**src/rtl/serial_frame_receiver_unit_assert.svh**
```systemverilog
// ----------------------------------------------------------------------------
// serial frame receiver assertion macros
// concurrent check helpers used by serial_frame_receiver_unit.sv
// ----------------------------------------------------------------------------
`ifndef SERIAL_FRAME_RECEIVER_UNIT_ASSERT_SVH
`define SERIAL_FRAME_RECEIVER_UNIT_ASSERT_SVH

// same-cycle implication under reset
`define SFR_ASSERT_IMPL(lbl, ante, cons) \
    lbl: assert property (@(posedge aclk) disable iff (!aresetn) (ante) |-> (cons)) \
        else $error("sfr assertion failed");

// next-cycle implication under reset
`define SFR_ASSERT_NEXT(lbl, ante, cons) \
    lbl: assert property (@(posedge aclk) disable iff (!aresetn) (ante) |=> (cons)) \
        else $error("sfr assertion failed");

`endif

```
**src/rtl/sfr_pkg.sv**
```systemverilog
// ----------------------------------------------------------------------------
// sfr_pkg
// shared types and constants of the serial frame receiver
// ----------------------------------------------------------------------------
`default_nettype none

package sfr_pkg;

    localparam int QUEUE_DEPTH_DEF = 8;

    localparam logic [7:0] DUP_XOR = 8'h40;

    localparam logic [7:0] FLAG_RST   = 8'h7E;
    localparam logic [7:0] ESCAPE_RST = 8'h7D;
    localparam logic [7:0] STUFF_RST  = 8'h20;
    localparam logic [7:0] ADDR_RST   = 8'h03;
    localparam logic [7:0] ACK_RST    = 8'h05;
    localparam logic [7:0] REJ_RST    = 8'h01;

    localparam int CFG_ADDR_W = 5;

    localparam logic [2:0] REG_FLAG   = 3'd0;
    localparam logic [2:0] REG_ESCAPE = 3'd1;
    localparam logic [2:0] REG_STUFF  = 3'd2;
    localparam logic [2:0] REG_ADDR   = 3'd3;
    localparam logic [2:0] REG_ACK    = 3'd4;
    localparam logic [2:0] REG_REJ    = 3'd5;

    localparam logic [1:0] ST_OK  = 2'd0;
    localparam logic [1:0] ST_ERR = 2'd1;
    localparam logic [1:0] ST_DUP = 2'd2;

    typedef enum logic [2:0] {
        PH_HUNT = 3'd0,
        PH_FLAG = 3'd1,
        PH_ADDR = 3'd2,
        PH_CTRL = 3'd3,
        PH_DATA = 3'd4
    } phase_t;

    typedef struct packed {
        logic [7:0] flag_byte;
        logic [7:0] escape_byte;
        logic [7:0] stuff_mask;
        logic [7:0] expected_address;
        logic [7:0] ack_code;
        logic [7:0] reject_code;
    } cfg_t;

    typedef struct packed {
        logic [7:0] reply_control;
        logic [1:0] status;
        logic [7:0] data_byte;
        logic       frame_end;
    } res_t;

    typedef struct packed {
        logic [1:0]       count;
        res_t [1:0]       res;
    } push_t;

endpackage

`default_nettype wire

```
**src/rtl/sfr_decode.sv**
```systemverilog
// ----------------------------------------------------------------------------
// sfr_decode
// header machine, unstuffing, hold-back check and status for one byte
// ----------------------------------------------------------------------------
`default_nettype none

module sfr_decode
    import sfr_pkg::*;
(
    input  wire logic       aclk,
    input  wire logic       aresetn,
    input  wire cfg_t       cfg,
    input  wire logic       in_valid,
    input  wire logic [7:0] in_byte,
    output push_t           push
);

    phase_t     phase_reg, phase_next;
    logic       esc_reg, esc_next;
    logic       held_valid_reg, held_valid_next;
    logic [7:0] held_byte_reg, held_byte_next;
    logic [7:0] check_reg, check_next;
    logic       seq_reg, seq_next;
    logic       dup_reg, dup_next;
    logic [7:0] got_addr_reg, got_addr_next;
    logic [7:0] got_ctrl_reg, got_ctrl_next;

    always_ff @(posedge aclk) begin
        if (!aresetn) begin
            phase_reg      <= PH_HUNT;
            esc_reg        <= 1'b0;
            held_valid_reg <= 1'b0;
            held_byte_reg  <= '0;
            check_reg      <= '0;
            seq_reg        <= 1'b0;
            dup_reg        <= 1'b0;
            got_addr_reg   <= '0;
            got_ctrl_reg   <= '0;
        end else begin
            phase_reg      <= phase_next;
            esc_reg        <= esc_next;
            held_valid_reg <= held_valid_next;
            held_byte_reg  <= held_byte_next;
            check_reg      <= check_next;
            seq_reg        <= seq_next;
            dup_reg        <= dup_next;
            got_addr_reg   <= got_addr_next;
            got_ctrl_reg   <= got_ctrl_next;
        end
    end

    always_comb begin
        logic [7:0] b;
        logic [7:0] want;
        logic [7:0] v;
        logic [1:0] d_cnt;
        logic [7:0] d_byte [2];
        logic       close;
        logic [1:0] n;
        logic [1:0] st;
        logic [7:0] code;

        b         = in_byte;
        want      = seq_reg ? DUP_XOR : 8'h00;
        v         = b ^ cfg.stuff_mask;
        d_cnt     = 2'd0;
        d_byte[0] = b;
        d_byte[1] = b;
        close     = 1'b0;
        n         = 2'd0;
        st        = ST_OK;
        code      = cfg.ack_code;

        phase_next      = phase_reg;
        esc_next        = esc_reg;
        held_valid_next = held_valid_reg;
        held_byte_next  = held_byte_reg;
        check_next      = check_reg;
        seq_next        = seq_reg;
        dup_next        = dup_reg;
        got_addr_next   = got_addr_reg;
        got_ctrl_next   = got_ctrl_reg;
        push            = '0;

        if (in_valid) begin
            unique case (phase_reg)
                PH_FLAG: begin
                    if (b == cfg.expected_address) begin
                        got_addr_next = b;
                        phase_next    = PH_ADDR;
                    end else if (b != cfg.flag_byte) begin
                        phase_next = PH_HUNT;
                    end
                end
                PH_ADDR: begin
                    got_ctrl_next = b;
                    if (b == want) begin
                        dup_next   = 1'b0;
                        phase_next = PH_CTRL;
                    end else if (b == (want ^ DUP_XOR)) begin
                        dup_next   = 1'b1;
                        phase_next = PH_CTRL;
                    end else begin
                        phase_next = (b == cfg.flag_byte) ? PH_FLAG : PH_HUNT;
                    end
                end
                PH_CTRL: begin
                    if (b == (got_addr_reg ^ got_ctrl_reg)) begin
                        phase_next      = PH_DATA;
                        esc_next        = 1'b0;
                        held_valid_next = 1'b0;
                        held_byte_next  = '0;
                        check_next      = '0;
                    end else begin
                        phase_next = (b == cfg.flag_byte) ? PH_FLAG : PH_HUNT;
                    end
                end
                PH_DATA: begin
                    if (b == cfg.flag_byte) begin
                        close = 1'b1;
                        if (esc_reg) begin
                            d_cnt     = 2'd1;
                            d_byte[0] = cfg.escape_byte;
                        end
                        esc_next = 1'b0;
                    end else if (esc_reg) begin
                        if (v == cfg.flag_byte || v == cfg.escape_byte) begin
                            d_cnt     = 2'd1;
                            d_byte[0] = v;
                            esc_next  = 1'b0;
                        end else begin
                            d_byte[0] = cfg.escape_byte;
                            if (b == cfg.escape_byte) begin
                                d_cnt    = 2'd1;
                                esc_next = 1'b1;
                            end else begin
                                d_cnt     = 2'd2;
                                d_byte[1] = b;
                                esc_next  = 1'b0;
                            end
                        end
                    end else if (b == cfg.escape_byte) begin
                        esc_next = 1'b1;
                    end else begin
                        d_cnt = 2'd1;
                    end
                end
                default: begin
                    phase_next = (b == cfg.flag_byte) ? PH_FLAG : PH_HUNT;
                end
            endcase

            // hold-back register, one byte behind the line
            for (int i = 0; i < 2; i++) begin
                if (2'(i) < d_cnt) begin
                    if (held_valid_next) begin
                        if (!dup_reg) begin
                            push.res[n[0]].data_byte = held_byte_next;
                            n = n + 2'd1;
                        end
                        check_next = check_next ^ held_byte_next;
                    end
                    held_byte_next  = d_byte[i];
                    held_valid_next = 1'b1;
                end
            end

            if (close) begin
                if (dup_reg) begin
                    st = ST_DUP;
                end else if (held_valid_next && check_next == held_byte_next) begin
                    st       = ST_OK;
                    seq_next = !seq_reg;
                end else begin
                    st   = ST_ERR;
                    code = cfg.reject_code;
                end
                push.res[n[0]].frame_end     = 1'b1;
                push.res[n[0]].status        = st;
                push.res[n[0]].reply_control = {seq_next, 7'b0} | code;
                n               = n + 2'd1;
                held_valid_next = 1'b0;
                phase_next      = PH_FLAG;
            end
        end

        push.count = n;
    end

endmodule

`default_nettype wire

```
**src/rtl/sfr_out_queue.sv**
```systemverilog
// ----------------------------------------------------------------------------
// sfr_out_queue
// result queue taking up to two entries per cycle, one out per transfer
// ----------------------------------------------------------------------------
`default_nettype none

module sfr_out_queue
    import sfr_pkg::*;
#(
    parameter int DEPTH = QUEUE_DEPTH_DEF
) (
    input  wire logic                       aclk,
    input  wire logic                       aresetn,
    input  wire push_t                      push,
    output res_t                            head,
    output logic                            head_valid,
    input  wire logic                       pop,
    output logic [$clog2(DEPTH+1)-1:0]      level
);

    localparam int PW = $clog2(DEPTH);
    localparam int LW = $clog2(DEPTH + 1);

    res_t          slot_reg [DEPTH];
    logic [PW-1:0] wr_ptr_reg, wr_ptr_next;
    logic [PW-1:0] rd_ptr_reg, rd_ptr_next;
    logic [LW-1:0] level_reg, level_next;
    logic          do_pop;

    assign do_pop     = pop && (level_reg != '0);
    assign head       = slot_reg[rd_ptr_reg];
    assign head_valid = (level_reg != '0);
    assign level      = level_reg;

    always_comb begin
        wr_ptr_next = wr_ptr_reg + PW'(push.count);
        rd_ptr_next = rd_ptr_reg + PW'(do_pop);
        level_next  = level_reg + LW'(push.count) - LW'(do_pop);
    end

    always_ff @(posedge aclk) begin
        if (!aresetn) begin
            wr_ptr_reg <= '0;
            rd_ptr_reg <= '0;
            level_reg  <= '0;
        end else begin
            wr_ptr_reg <= wr_ptr_next;
            rd_ptr_reg <= rd_ptr_next;
            level_reg  <= level_next;
        end
    end

    always_ff @(posedge aclk) begin
        for (int i = 0; i < 2; i++) begin
            if (2'(i) < push.count) begin
                slot_reg[wr_ptr_reg + PW'(i)] <= push.res[i];
            end
        end
    end

endmodule

`default_nettype wire

```
**src/rtl/serial_frame_receiver_unit.sv**
```systemverilog
// ----------------------------------------------------------------------------
// serial_frame_receiver_unit
// byte-stuffed frame receiver: header check, unstuffing, data check, status
//
//   channel   dir   signals                      contents
//   s_        in    tvalid tready tdata[7:0]     raw line byte
//   m_        out   tvalid tready tdata tlast    data byte or frame status
//   apb       in    psel penable pwrite paddr    six 8-bit setup registers
//
// one line byte per cycle while s_tready is high; a result passes the input register and a queue slot before it leaves
// a byte may yield two results; the queue drains them at one per cycle while m_tready is high
// s_tready drops while the queue holds more than QUEUE_DEPTH-4 entries
// aresetn is synchronous; it clears phase, sequence bit and the queue
// ----------------------------------------------------------------------------
`default_nettype none

`include "serial_frame_receiver_unit_assert.svh"

module serial_frame_receiver_unit
    import sfr_pkg::*;
#(
    parameter int QUEUE_DEPTH = QUEUE_DEPTH_DEF
) (
    input  wire logic                  aclk,
    input  wire logic                  aresetn,
    // rx_byte
    input  wire logic [7:0]            s_tdata,
    input  wire logic                  s_tvalid,
    output logic                       s_tready,
    // data_byte[7:0], status[9:8], reply_control[17:10], zero pad
    output logic [23:0]                m_tdata,
    // frame_end
    output logic                       m_tlast,
    output logic                       m_tvalid,
    input  wire logic                  m_tready,
    input  wire logic                  psel,
    input  wire logic                  penable,
    input  wire logic                  pwrite,
    input  wire logic [CFG_ADDR_W-1:0] paddr,
    input  wire logic [31:0]           pwdata,
    output logic [31:0]                prdata,
    output logic                       pready
);

    localparam int LW = $clog2(QUEUE_DEPTH + 1);

    cfg_t          cfg_reg;
    logic          in_valid_reg;
    logic [7:0]    in_byte_reg;
    push_t         push;
    res_t          head;
    logic          head_valid;
    logic [LW-1:0] q_level;
    logic [2:0]    reg_idx;
    logic          cfg_wr;

    assign pready  = 1'b1;
    assign reg_idx = paddr[4:2];
    assign cfg_wr  = psel && penable && pwrite && pready;

    always_ff @(posedge aclk) begin
        if (!aresetn) begin
            cfg_reg.flag_byte        <= FLAG_RST;
            cfg_reg.escape_byte      <= ESCAPE_RST;
            cfg_reg.stuff_mask       <= STUFF_RST;
            cfg_reg.expected_address <= ADDR_RST;
            cfg_reg.ack_code         <= ACK_RST;
            cfg_reg.reject_code      <= REJ_RST;
        end else if (cfg_wr) begin
            unique case (reg_idx)
                REG_FLAG:   cfg_reg.flag_byte        <= pwdata[7:0];
                REG_ESCAPE: cfg_reg.escape_byte      <= pwdata[7:0];
                REG_STUFF:  cfg_reg.stuff_mask       <= pwdata[7:0];
                REG_ADDR:   cfg_reg.expected_address <= pwdata[7:0];
                REG_ACK:    cfg_reg.ack_code         <= pwdata[7:0];
                REG_REJ:    cfg_reg.reject_code      <= pwdata[7:0];
                default: ;
            endcase
        end
    end

    always_comb begin
        unique case (reg_idx)
            REG_FLAG:   prdata = {24'b0, cfg_reg.flag_byte};
            REG_ESCAPE: prdata = {24'b0, cfg_reg.escape_byte};
            REG_STUFF:  prdata = {24'b0, cfg_reg.stuff_mask};
            REG_ADDR:   prdata = {24'b0, cfg_reg.expected_address};
            REG_ACK:    prdata = {24'b0, cfg_reg.ack_code};
            REG_REJ:    prdata = {24'b0, cfg_reg.reject_code};
            default:    prdata = '0;
        endcase
    end

    // room for this byte and the one in the input register
    assign s_tready = (q_level <= LW'(QUEUE_DEPTH - 4));

    always_ff @(posedge aclk) begin
        if (!aresetn) begin
            in_valid_reg <= 1'b0;
        end else begin
            in_valid_reg <= s_tvalid && s_tready;
        end
    end

    always_ff @(posedge aclk) begin
        if (s_tvalid && s_tready) begin
            in_byte_reg <= s_tdata;
        end
    end

    sfr_decode u_decode (
        .aclk     (aclk),
        .aresetn  (aresetn),
        .cfg      (cfg_reg),
        .in_valid (in_valid_reg),
        .in_byte  (in_byte_reg),
        .push     (push)
    );

    sfr_out_queue #(
        .DEPTH (QUEUE_DEPTH)
    ) u_queue (
        .aclk       (aclk),
        .aresetn    (aresetn),
        .push       (push),
        .head       (head),
        .head_valid (head_valid),
        .pop        (m_tready),
        .level      (q_level)
    );

    assign m_tvalid = head_valid;
    assign m_tlast  = head.frame_end;
    assign m_tdata  = {6'b0, head.reply_control, head.status, head.data_byte};

    `SFR_ASSERT_IMPL(a_level_bound, 1'b1, q_level <= LW'(QUEUE_DEPTH))
    `SFR_ASSERT_IMPL(a_push_needs_item, push.count != 2'd0, in_valid_reg)
    `SFR_ASSERT_NEXT(a_transfer_loads, s_tvalid && s_tready, in_valid_reg)
    `SFR_ASSERT_IMPL(a_status_fields, m_tvalid && m_tlast, m_tdata[7:0] == 8'h00)

endmodule

`default_nettype wire
```
**config.mk**
```make
export PLATFORM = sky130hd
export DESIGN_NAME = serial_frame_receiver_unit
export DESIGN_NICKNAME = d
export VERILOG_FILES = /design/src/rtl/sfr_pkg.sv /design/src/rtl/sfr_decode.sv /design/src/rtl/sfr_out_queue.sv /design/src/rtl/serial_frame_receiver_unit.sv
export VERILOG_INCLUDE_DIRS = /design/src /design/src/rtl
export SDC_FILE = /design/constraint.sdc
export NUM_CORES = 1
export LEC_CHECK = 0
export ABC_AREA = 1
export BUFFER_PORTS_ARGS = -buffer_cell sky130_fd_sc_hd__buf_2
export CAP_MARGIN = 25
export CORE_UTILIZATION = 52
export CTS_BUF_LIST = sky130_fd_sc_hd__clkbuf_8
export DETAILED_ROUTE_END_ITERATION = 6
export HOLD_SLACK_MARGIN = 0.06
export PLACE_DENSITY = 0.75
export SLEW_MARGIN = 20
export SYNTH_ARGS = -nofsm -noshare
export SYNTH_HDL_FRONTEND = slang
export SYNTH_SLANG_ARGS = --single-unit
export TNS_END_PERCENT = 1
```
**constraint.sdc**
```tcl
create_clock -name aclk -period 4.9 [get_ports aclk]
set_input_delay 0.49 -clock aclk [delete_from_list [all_inputs] [get_ports aclk]]
set_output_delay 0.49 -clock aclk [all_outputs]
set_load 0.02 [all_outputs]
```
* Word level (Yosys, flattened, before mapping) *
Memories as Yosys holds them, arrays and structs flattened. A register that Yosys moved wholly into a read port is not among the register bits.
Cells that the tools add are included.

operators by class
  equality and inequality tests = 22
  multiplexer cells = 108
  $add $sub $neg = 7
  bitwise operators = 6
  order comparisons = 9
  reduce and logical (&&, ||, !) cells = 25

operator list
  operator                                            number
  two-way mux 38 bit                                  6
  two-way mux 8 bit                                   28
  bitwise mux 38 bit                                  4
  demux 19 bit (select 1 bit)                         4
  == test 8 bit                                       9
  case mux 8 bit (6 select lines)                     1
  two-way mux 2 bit                                   18
  two-way mux 1 bit                                   32
  two-way mux 16 bit                                  2
  bitwise XOR 8 bit                                   4
  two-way mux 3 bit                                   7
  two-way mux 19 bit                                  1
  AND reduction 2 bit                                 8
  == test 3 x 2 -> 1 bit (second input constant)      4
  case mux 3 bit (4 select lines)                     1
  AND reduction 3 bit                                 4
  two-way mux 11 bit                                  1
  == test 3 bit (second input constant)               3
  two-way mux 9 bit                                   1
  < comparator 1 x 2 -> 1 bit (first input constant)  4
  inequality test 8 bit                               1
  OR 8 bit                                            1
  logical AND 1 bit                                   7
  two-way mux 7 bit                                   1
  19 further kinds                                    25

word-level totals
  output and inout bits = 60
  word-level logic and storage cells = 198
  RAM bits = 152
  bits of input ports = 52
  register bits after elaboration = 106
  memories = 1

memory list
  name              depth  width  rd ports  clocked after memory_dff  write ports  line                 source
  u_queue.slot_reg  8      19     1         1                         2            sfr_out_queue.sv:24  res_t slot_reg [DEPTH];

* Longest topological paths before layout *
  depth after elaboration = 25
  gate-level depth with buffers = 30

* Hierarchy *
Synthesis repeated with hierarchy kept, for this count alone.

second synthesis, totals
  cell total of the unflattened synthesis = 2,561
  area total of the unflattened synthesis = 17,335.4 um^2

modules (own cells, without submodules)
  module                      area an instance (um^2)  cells an instance  times used
  sfr_out_queue               9,950.8                  1,313              1
  sfr_decode                  4,475.5                  829                1
  serial_frame_receiver_unit  2,909.0                  419                1

* Least setup slack after synthesis *
Ideal clock, no wire load.

  kind = register -> register
  start = register in_byte_reg[7]
  end = memory u_queue.slot_reg[0][0] in the netlist's numbering (enable)
  slack = -203 ps
  required time = 4,450 ps
  buffers on the path = 1
  clock period less this slack = 5,103 ps
  data arrival time = 4,653 ps
  cell stages (with the launch flop) = 22
  cell sequence = edfxtp_1 buf_6 inv_6 nand2_1 nand2_1 nand2_1 nand2_1 nand2_1 nor2_2 nand3_4 nand2_4 nor2_8 inv_2 nor2_4 ha_1 o21ai_2 inv_2 ha_1 nand2_1 nand2_1 inv_1 o41ai_1

RTL lines
  what                      line                               source
  start: declaration        serial_frame_receiver_unit.sv:49   logic [7:0] in_byte_reg;
  start signal: assignment  serial_frame_receiver_unit.sv:107  in_byte_reg <= s_tdata;
  end: declaration          sfr_out_queue.sv:24

==> summary.txt <==
Power
  • Tot Pwr: 5.77 mW
  • Sw Pwr: 1.98 mW
  • Pwr dens: 352 nW/um^2
  • Gate power share: 24.2%
  • Clock network power share: 33.2%
  • P_leak: 6.74 nW
  • VDD IR-drop max: between 200 and 250 uV
  • Power Internal: 3.78 mW
  • Sequential power share: between 40 and 50%
  • Switching part of the total: about 34%

Final layout
  • Final Instance Area: 16400 sq um
  • Layout cells sized above 1: between 10% and 20%
  • Area delta synth->final: 8.75%
  • NumNets Final: 2033
  • Most frequent cells in the layout: nand2_1 (481), nor2_1 (189), edfxtp_1 (160)
  • Diode count: 0
  • Commonest non-fill, non-tap cell in the layout: nand2_1
  • Fillcell total: 2553
  • Max FFs per register: 152

Run status
  • Run status: complete, no violations

Die
  • Total die area: 29700 sq um
  • Rows: a little over 60
  • Die H: 172 um
  • Die width: 172 um
  • Core ar.: about 28000 sq um
  • I/O Pins: 112
  • Initial Util: 53.6%

Placement
  • Gpl congestion: 0.931
  • DP Wirelength: approximately 27 mm
  • Port buffer count: 54
  • Area after DPL: around 16000 sq um
  • Worst slack, placed: 0.534 ns

Synthesis
  • Syn Inst Count: 1925
  • Sequential element share of the synthesized area: 44.9%
  • Netlist cell types: 55
  • #FFs+latches synth: 258
  • Synth warnings: 0
  • Synth Area per Inst: between 7 and 8 sq um
  • Syn Std Cell Area: 15100 sq um

GRT
  • Initial antenna violation count: 0
  • Vias in the first global route: 12.7k
  • Pin count of the biggest net entering global routing: just under 80
  • Total GRT Usage: 27.8%
  • First-pass GRT wire length: 64.7 mm
  • Grt total ovfl: 0

Clocking
  • Clock root cell: clkbuf_8
  • CTS tree: done
  • Post_cts resized: 0
  • Clock-pin slew on the worst setup and hold paths: 0.06 ns
  • H-tree depth: 2
  • Skew-Pair Late Insertion Delay: a little under 0.6 ns
  • Clock buffer depth: 3
  • # hold bufs at CTS: 0
  • Setup Buffers After CTS: 0
  • Sink Count: 258
  • TritonCTS buffer count: 45

Detailed routing
  • # DRC: 0
  • TritonRoute pass-1 iters: 5
  • Starting DRT DRC Count: 1392
  • Via count: approximately 14k
  • Post-Route WL: 40.7 mm
  • DR WL/cell: 17.1 um
  • ANT nets after route: 0
  • Vias per cell: 5.69

Worst setup path
  • Type of element capturing the critical path: register
  • Kind of critical path: reg2reg
  • CP arrival: 4.66 ns
  • CP max FO: 19
  • CP Launch Type: register
  • Critical path required time: 5.14 ns

STA
  • Slew HR: 35.8%
  • Slew Limit Fails: 0
  • Final worst path period need: approximately 4.4 ns
  • Least-Margin Pin Slew: 0.962 ns
  • F_max: 0.226 GHz
  • Final setup viols: 0
  • Fin. Hold Viols: 0
  • Clock Skew: 0.0193 ns
  • RSZ-0062 raised after global routing: false
  • Post-route setup slack: slightly below 0.5 ns
  • Final Cycle Share: between 90% and 100%

Job
  • Max Cap Viol: 0

Hold path
  • Hold WC Path Type: in2reg
==> synthesized netlist by cell type (all sizes together) <==
cell	count	area (sq um)
a311oi	1	8.76
buf	57	442
clkinv	4	15.0
a21boi	2	15.0
a22oi	5	37.5
a21oi	86	430
nor2	209	905
a221oi	3	26.3
o41ai	8	70.1
xor2	14	123
clkbuf	59	223
o31ai	2	15.0
or2	2	12.5
inv	171	679
o22ai	27	169
dfxtp	98	1960
nor4	3	18.8
nand3	112	671
a211oi	2	15.0
nand4	62	403
nand3b	2	15.0
xnor2	7	61.3
o21a	1	7.51
edfxtp	160	4800
nor3	21	121
nand2	521	2190
o21ai	231	1160
a31oi	20	125
ha	14	175
conb	2	7.51
fa	2	40.0
o221ai	3	26.3
o211ai	14	105
==> logic make-up (layout without fill, tap and decap cells) <==
logic type | Yosys count | in the layout | synth area share (%)
AND/OR/NAND/NOR | 932 | 932 | 28.8
AO/OA/AOI/OAI | 405 | 405 | 14.7
buffers and inverters | 291 | 338 | 9.01
flip-flops | 258 | 258 | 44.9
XOR/XNOR | 21 | 21 | 1.22
adder cells (fa/ha/maj) | 16 | 16 | 1.43
other | 2 | 31 | 0.0498
==> per-layer routing <==
layer | up-vias | track usage [%] | wire length, um
li1 | 6563 | - | -
met1 | 6237 | 36.1 | 17000
met2 | 612 | 46.2 | 19200
met3 | 125 | 3.57 | 3110
met4 | 0 | 12.7 | 1420
met5 | - | 0 | 0
==> worst max-delay path, stage by stage, from the launching register on <==
cell	delay, ns
edfxtp_1	0.71
inv_4	0.16
nand2_1	0.12
nand3_1	0.08
nand2_1	0.07
nand2_1	0.06
nor2_2	0.15
nand3_4	0.25
nand2_4	0.18
nor2_8	0.04
inv_2	0.07
nor2_4	0.04
ha_1	0.28
o21ai_2	0.37
inv_2	0.21
ha_1	0.33
nand2_1	0.07
nand2_1	0.09
inv_1	0.17
o41ai_2	0.25
buf_4	0.37
==> final timing paths <==
kind / depth (start not counted) / slack, ns / startpoint / endpoint
worst max-delay path: 20 / 0.48 / in_byte_reg[5]$_DFFE_PP_ / u_queue.slot_reg[3][6]$_DFFE_PP_
worst min-delay path: 1 / 0.09 / s_tdata[3] / in_byte_reg[3]$_DFFE_PP_
worst max register to register: 20 / 0.48 / in_byte_reg[5]$_DFFE_PP_ / u_queue.slot_reg[3][6]$_DFFE_PP_
worst min register to register: 2 / 0.47 / u_decode.got_addr_reg[4]$_SDFFE_PN0P_ / u_decode.got_addr_reg[4]$_SDFFE_PN0P_
==> per-stage QoR <==
step | setup TNS, ns | hold WS, ns | instances | utilization (%)
3_3_place_gp | 0 | 0.453 | 2295 | 55.1
6_report | 0 | 0.0909 | 2379 | 58.2
2_1_floorplan | -30.86 | 0.444 | 1954 | -
5_1_grt | 0 | 0.0747 | 2379 | 58.2
4_1_cts | 0 | 0.0689 | 2378 | 58.2
3_5_place_dp | 0 | 0.462 | 2295 | 55.1
==> cell type report <==
| class | count | area, sq um | share of cell area [%] |
|---|---|---|---|
| clock buffer | 50 | 688 | 4.20 |
| tap | 378 | 473 | 2.88 |
| multi-input combinational | 1405 | 7140 | 43.5 |
| inverter | 175 | 694 | 4.23 |
| clock inverter | 33 | 178 | 1.08 |
| timing repair buffer | 80 | 463 | 2.82 |
| sequential | 258 | 6770 | 41.3 |
==> power by group through the flow <==
stage          Sequential, mW  Clock, mW  Combinational (mW)
2_1_floorplan            2.44          0                1.09
3_3_place_gp             2.50          0                1.35
3_5_place_dp             2.50          0                1.38
4_1_cts                  2.46       1.92                1.39
5_1_grt                  2.47       2.02                1.57
6_report                 2.46       1.91                1.40
(Power assumes the default switching activity.)
